--- src/rtl/core/b64e_pkg.sv ---
package b64e_pkg;

  localparam logic [7:0] PAD_CHAR   = 8'h3D;
  localparam logic [7:0] CHAR_UPPER = 8'h41;
  localparam logic [7:0] CHAR_LOWER = 8'h61;
  localparam logic [7:0] CHAR_DIGIT = 8'h30;
  localparam logic [7:0] CHAR_PLUS  = 8'h2B;
  localparam logic [7:0] CHAR_SLASH = 8'h2F;

  typedef enum logic [1:0] {
    PHASE_START = 2'd0,
    PHASE_ONE   = 2'd1,
    PHASE_TWO   = 2'd2,
    PHASE_SPARE = 2'd3
  } phase_t;

  typedef struct packed {
    logic [7:0] data_byte;
    logic       final_byte;
  } byte_item_t;

  typedef struct packed {
    logic [7:0] out_char;
    logic       out_last;
  } char_item_t;

  // Characters produced by one request; last_idx selects the final one used.
  typedef struct packed {
    logic [3:0][7:0] chars;
    logic [1:0]      last_idx;
    logic            last;
  } job_t;

  function automatic logic [7:0] sextet_char(input logic [5:0] v);
    logic [7:0] r;
    if (v < 6'd26) begin
      r = CHAR_UPPER + {2'b00, v};
    end else if (v < 6'd52) begin
      r = CHAR_LOWER + {2'b00, v - 6'd26};
    end else if (v < 6'd62) begin
      r = CHAR_DIGIT + {2'b00, v - 6'd52};
    end else if (v == 6'd62) begin
      r = CHAR_PLUS;
    end else begin
      r = CHAR_SLASH;
    end
    return r;
  endfunction

endpackage

--- src/rtl/core/b64e_front.sv ---
module b64e_front
  import b64e_pkg::*;
(
  input  logic       clk,
  input  logic       rst,
  input  logic       byte_valid,
  input  byte_item_t byte_item,
  input  logic       q_full,
  output logic       byte_stall,
  output logic       push,
  output job_t       push_job
);

  logic [3:0] pending;
  logic [3:0] pending_next;
  phase_t     phase;
  phase_t     phase_next;

  assign byte_stall = q_full;
  assign push       = byte_valid && !q_full;

  always_ff @(posedge clk) begin
    if (rst) begin
      pending <= '0;
      phase   <= PHASE_START;
    end else if (push) begin
      pending <= pending_next;
      phase   <= phase_next;
    end
  end

  always_comb begin
    logic [7:0] b;
    b = byte_item.data_byte;
    push_job = '0;
    push_job.chars = {4{PAD_CHAR}};
    case (phase)
      PHASE_ONE: begin
        push_job.chars[0] = sextet_char({pending[1:0], b[7:4]});
        push_job.last_idx = 2'd0;
        pending_next      = b[3:0];
        phase_next        = PHASE_TWO;
      end
      PHASE_TWO: begin
        push_job.chars[0] = sextet_char({pending[3:0], b[7:6]});
        push_job.chars[1] = sextet_char(b[5:0]);
        push_job.last_idx = 2'd1;
        pending_next      = '0;
        phase_next        = PHASE_START;
      end
      default: begin
        push_job.chars[0] = sextet_char(b[7:2]);
        push_job.last_idx = 2'd0;
        pending_next      = {2'b00, b[1:0]};
        phase_next        = PHASE_ONE;
      end
    endcase

    // The final byte flushes the leftover bits and pads to a full group.
    if (byte_item.final_byte) begin
      push_job.last = 1'b1;
      case (phase_next)
        PHASE_ONE: begin
          push_job.chars[1] = sextet_char({pending_next[1:0], 4'b0000});
          push_job.last_idx = 2'd3;
        end
        PHASE_TWO: begin
          push_job.chars[1] = sextet_char({pending_next[3:0], 2'b00});
          push_job.last_idx = 2'd2;
        end
        default: begin
        end
      endcase
      pending_next = '0;
      phase_next   = PHASE_START;
    end
  end

endmodule

--- src/rtl/core/b64e_queue.sv ---
module b64e_queue
  import b64e_pkg::*;
#(
  parameter int DEPTH = 4
) (
  input  logic clk,
  input  logic rst,
  input  logic push,
  input  job_t push_job,
  input  logic pop,
  output job_t pop_job,
  output logic full,
  output logic empty
);

  localparam int PTR_W = (DEPTH > 1) ? $clog2(DEPTH) : 1;
  localparam int CNT_W = $clog2(DEPTH + 1);

  job_t             mem [DEPTH];
  logic [PTR_W-1:0] wr_ptr;
  logic [PTR_W-1:0] rd_ptr;
  logic [CNT_W-1:0] count;

  assign full    = (count == CNT_W'(DEPTH));
  assign empty   = (count == '0);
  assign pop_job = mem[rd_ptr];

  function automatic logic [PTR_W-1:0] bump(input logic [PTR_W-1:0] p);
    return (p == PTR_W'(DEPTH - 1)) ? '0 : p + 1'b1;
  endfunction

  always_ff @(posedge clk) begin
    if (push) begin
      mem[wr_ptr] <= push_job;
    end
  end

  always_ff @(posedge clk) begin
    if (rst) begin
      wr_ptr <= '0;
      rd_ptr <= '0;
      count  <= '0;
    end else begin
      if (push) begin
        wr_ptr <= bump(wr_ptr);
      end
      if (pop) begin
        rd_ptr <= bump(rd_ptr);
      end
      if (push && !pop) begin
        count <= count + 1'b1;
      end else if (pop && !push) begin
        count <= count - 1'b1;
      end
    end
  end

  a_no_overflow: assert property (@(posedge clk) disable iff (rst) push |-> !full || pop)
    else $error("queue written while full");
  a_no_underflow: assert property (@(posedge clk) disable iff (rst) pop |-> !empty)
    else $error("queue read while empty");
  a_count_up: assert property (@(posedge clk) disable iff (rst)
    (push && !pop) |=> count == $past(count) + 1'b1)
    else $error("queue count did not advance on write");

endmodule

--- src/rtl/core/b64e_back.sv ---
module b64e_back
  import b64e_pkg::*;
(
  input  logic       clk,
  input  logic       rst,
  input  logic       q_empty,
  input  job_t       pop_job,
  output logic       pop,
  input  logic       char_stall,
  output logic       char_valid,
  output char_item_t char_item
);

  job_t       job;
  logic       job_valid;
  logic [1:0] idx;
  logic       job_done;

  assign char_valid         = job_valid;
  assign char_item.out_char = job.chars[idx];
  assign char_item.out_last = job.last && (idx == job.last_idx);

  assign job_done = job_valid && !char_stall && (idx == job.last_idx);
  assign pop      = !q_empty && (!job_valid || job_done);

  always_ff @(posedge clk) begin
    if (pop) begin
      job <= pop_job;
    end
  end

  always_ff @(posedge clk) begin
    if (rst) begin
      job_valid <= 1'b0;
      idx       <= '0;
    end else if (pop) begin
      job_valid <= 1'b1;
      idx       <= '0;
    end else if (job_done) begin
      job_valid <= 1'b0;
      idx       <= '0;
    end else if (job_valid && !char_stall) begin
      idx <= idx + 1'b1;
    end
  end

endmodule

--- src/rtl/core/base64_stream_encoder.sv ---
// A byte accepted at the byte port is written into the job queue, then popped
// into the output job register, from which its first character is driven.
// Throughput: one character per cycle while char_stall is low, so one byte per
// cycle in short bursts and three bytes per four characters on average.
// The byte port stalls only while the job queue of QUEUE_DEPTH entries is full.
// Reset clears the group position, the pending bits, the queue and the output.
module base64_stream_encoder
  import b64e_pkg::*;
#(
  parameter int QUEUE_DEPTH = 4
) (
  input  logic       clk,
  input  logic       rst,
  input  logic       byte_valid,
  output logic       byte_stall,
  input  byte_item_t byte_item,
  output logic       char_valid,
  input  logic       char_stall,
  output char_item_t char_item
);

  logic push;
  logic pop;
  logic q_full;
  logic q_empty;
  job_t push_job;
  job_t pop_job;

  b64e_front u_front (
    .clk        (clk),
    .rst        (rst),
    .byte_valid (byte_valid),
    .byte_item  (byte_item),
    .q_full     (q_full),
    .byte_stall (byte_stall),
    .push       (push),
    .push_job   (push_job)
  );

  b64e_queue #(
    .DEPTH (QUEUE_DEPTH)
  ) u_queue (
    .clk      (clk),
    .rst      (rst),
    .push     (push),
    .push_job (push_job),
    .pop      (pop),
    .pop_job  (pop_job),
    .full     (q_full),
    .empty    (q_empty)
  );

  b64e_back u_back (
    .clk        (clk),
    .rst        (rst),
    .q_empty    (q_empty),
    .pop_job    (pop_job),
    .pop        (pop),
    .char_stall (char_stall),
    .char_valid (char_valid),
    .char_item  (char_item)
  );

endmodule
--- config.mk ---
export PLATFORM = sky130hd
export DESIGN_NAME = base64_stream_encoder
export DESIGN_NICKNAME = d
export VERILOG_FILES = /design/src/rtl/core/b64e_pkg.sv /design/src/rtl/core/b64e_front.sv /design/src/rtl/core/b64e_queue.sv /design/src/rtl/core/b64e_back.sv /design/src/rtl/core/base64_stream_encoder.sv
export SDC_FILE = /design/constraint.sdc
export NUM_CORES = 1
export LEC_CHECK = 0
export CORE_AREA = 2 2 211 213
export CTS_CLUSTER_DIAMETER = 60
export CTS_CLUSTER_SIZE = 8
export DETAILED_ROUTE_END_ITERATION = 6
export DIE_AREA = 0 0 213 215
export DONT_BUFFER_PORTS = 1
export PLACE_DENSITY = 0.36
export SLEW_MARGIN = 20
export SYNTH_ARGS = -nofsm -noshare
export SYNTH_HDL_FRONTEND = slang
export SYNTH_HIERARCHICAL = 1
export SYNTH_SLANG_ARGS = --single-unit
export TNS_END_PERCENT = 50
--- constraint.sdc ---
create_clock -name clk -period 5.4 [get_ports clk]
set_clock_uncertainty 0.1 [all_clocks]
set_input_delay 0.81 -clock clk [delete_from_list [all_inputs] [get_ports clk]]
set_output_delay 0.81 -clock clk [all_outputs]
set_load 0.02 [all_outputs]
==> flow_summary.ini <==
[status]
outcome = finished clean

[yosys]
synth-seq-cells = 193
synth.largest_area_cell = edfxtp_1
yosysUniqueCellTypes = 73
syn_area_sq_mm = 0.00993
synth_flop_cell = edfxtp_1
synthTopCellsByArea = edfxtp_1, mux4_2, ha_1
synth_edf_count = 175
synth_top_area_frac = 0.529
synth_cells = 697
ys_seq_area_frac = 0.566
avgSynthCellArea_sq_um = 14.2
async_reset_ff_frac = 0
synth_warnings = 6

[place]
port_buffers = 0
place_ws_ns = 1.93
gp_congestion = 0.759
detailed_place_hpwl_microns = 15200

[final_layout]
filler_cell_count = 4505
fin_util = 0.252
area_growth_syn_to_layout_pct = 10.6
drive_gt1_frac = 0.139
nets = 746
antenna_cells = 0

[sta]
timing.fmax_ghz = 0.285
setup_viol = 0
post-route-worst-setup-slack_ns = 1.89
rsz0062_at_grt = false
finalCritPeriodShare = 0.650
fin_setup_tns_ns = 0
maxSlewHeadroom = 0.299
hold_violations = 0
tightestPinTransition_ns = 1.05
min_period_ns = 3.51
final_max_slew_viol_count = 0

[floorplan]
boundaryPins = 24
dieArea_sq_mm = 0.0458
die_h_microns = 215
initial_core_util = 0.227
row_count = 77
die_w_microns = 213
coreArea_sq_mm = 0.0436

[detailed_routing]
drt_iter0_markers = 462
post_drt_wl_per_cell_microns = 18.0
vias_per_cell = 4.30
drt_wl_total_microns = 23200
ant_nets = 0
drc = 0
dr.pass1.iters = 7
vias = 5542

[run]
drv_cap = 0

[critical_path]
end_kind = flip-flop
crit_family = adder cells
crit_top_cell = ha_1
rrSetupSlack_ns = 1.89
path_max_fanout = 22
cp-start-kind = flip-flop
cpPeakStageDelay_ns = 0.70
reg2reg_from = u_front/phase[0]
crit_chain = inv_1 > ha_1 > o21ai_0 > ha_1 > or3_1 > nor2_2 > mux2i_1 > a31oi_1 > a311oi_1
arrival_ns = 3.56
crit_buf_inv = 1
critPathKind = reg -> reg
reg2regPathDepth = 9
timing.rr.end = u_queue/mem[0][16]
required_ns = 5.45
cp_slowest_cell = ha_1

[clocking]
cts_tree = built
post_cts_buffers = 0
clkSlewWorstSetupHoldPaths_ns = 0.08
holdBufCountCts = 0
cts.sinks = 193
cts_resized = 0
cts_root_buffer = clkbuf_16
numCtsBuffers = 17
clk_latency_ns = 0.43
clockBufferDepth = 2
htreeDepth = 4

[pwr]
power_uw = 4450
powerDensity_mw_per_mm2 = 405
leakage_uw = 0.00360
ir_drop_uv = 182

[global_route]
grt_pass1_vias = 5754
antenna_found_initial = 0
grt_max_degree = 38
grt_pass1_wl_microns = 36100
grtUsageTotal = 0.105
overflow = 0

[min_path]
hold_path.class = in -> reg
holdPathStages = 1
whs_endpoint = u_front/phase[1]
worstHoldStart = rst
## sequential cells by signal, indices dropped and copies added, names as in the netlist, 2 cells and up, named ones only
| register | count |
|---|---|
| u_queue/mem | 140 |
| u_queue/wr_ptr | 2 |
| u_back/job | 35 |
| u_queue/count | 3 |
| u_front/pending | 4 |
| u_back/idx | 2 |
| u_front/phase | 2 |
| u_queue/rd_ptr | 2 |
## final cells by class
| cell class | instances | area [sq um] | area share |
|---|---|---|---|
| sequential | 193 | 5620 | 0.512 |
| tap | 592 | 741 | 0.0675 |
| clock inverter | 14 | 159 | 0.0145 |
| multi-input combinational | 440 | 3880 | 0.354 |
| clock buffer | 18 | 429 | 0.0391 |
| timing repair buffer | 7 | 52.6 | 0.00479 |
| inverter | 25 | 96.3 | 0.00877 |
## worst max path at each step
stage,startpoint,endpoint,cells after the start
floorplan,char_stall,u_queue/count[2],9
global placement,u_front/phase[0],u_queue/mem[0][16],11
detailed placement,u_front/phase[0],u_queue/mem[0][16],9
CTS,u_front/phase[0],u_queue/mem[1][16],9
global route,u_front/phase[0],u_queue/mem[1][16],9
finish,u_front/phase[0],u_queue/mem[0][16],9
## report_power, final
part           switching [uW]  internal [uW]
registers                 181           2000
clock network             559            690
logic                     567            453
total                    1310           3140
## Yosys cell counts (10+ instances only)
library cell,count
a21oi_1,40
dfxtp_1,18
ha_1,48
nand2_1,34
mux4_2,36
o21ai_0,20
buf_2,11
nand2b_1,12
buf_4,19
nor2b_1,10
edfxtp_1,175
xor2_1,18
mux2i_1,11
inv_1,22
nand3_1,21
nor2_1,28
xnor2_1,26
## cell usage in the layout, fill, tap and decap left out, types with 4 or more instances in the layout
master / instances
nor3_1: 4
and2_2: 4
nor3b_1: 7
clkinv_4: 4
dfxtp_1: 16
buf_4: 7
a22oi_1: 5
xor2_1: 18
a21oi_1: 40
nand2_1: 34
mux4_1: 7
nor2b_1: 9
o21ai_0: 20
a221oi_1: 4
a21o_1: 6
conb_1: 16
mux4_2: 36
edfxtp_1: 175
o221ai_1: 4
nand4_1: 5
a211oi_1: 7
ha_1: 48
xnor2_1: 26
clkbuf_16: 17
nand2b_1: 12
inv_1: 22
mux2i_1: 11
o211ai_1: 7
a31oi_1: 8
nand3_1: 21
nor2_1: 28
## per-layer routing
layer / GRT usage / wire (microns)
met1: 0.145 / 11100
met2: 0.168 / 11000
met3: 0.0162 / 656
met4: 0.0357 / 446
met5: 0 / 0
## cells by family (layout without fill, tap and decap cells)
logic type | Yosys count | count (layout) | share of synthesized area
AND/OR/NAND/NOR | 140 | 140 | 0.0726
adder cells (fa/ha/maj) | 49 | 49 | 0.0625
AO/OA/AOI/OAI | 132 | 132 | 0.0881
flip-flops | 193 | 193 | 0.566
XOR/XNOR | 47 | 47 | 0.0471
other | 2 | 16 | 0.000757
multiplexers | 56 | 56 | 0.114
buffers and inverters | 78 | 64 | 0.0497
## stage by stage
stage | hold slack, ns | std cells | cell area [sq um]
3_5_place_dp | 0.403 | 1257 | 10400
4_1_cts | 0.317 | 1289 | 11000
3_3_place_gp | 0.392 | 1257 | 10400
2_1_floorplan | 0.360 | 711 | 9980
6_report | 0.342 | 1289 | 11000
5_1_grt | 0.320 | 1289 | 11000
Power figures use the tool's default switching activity.
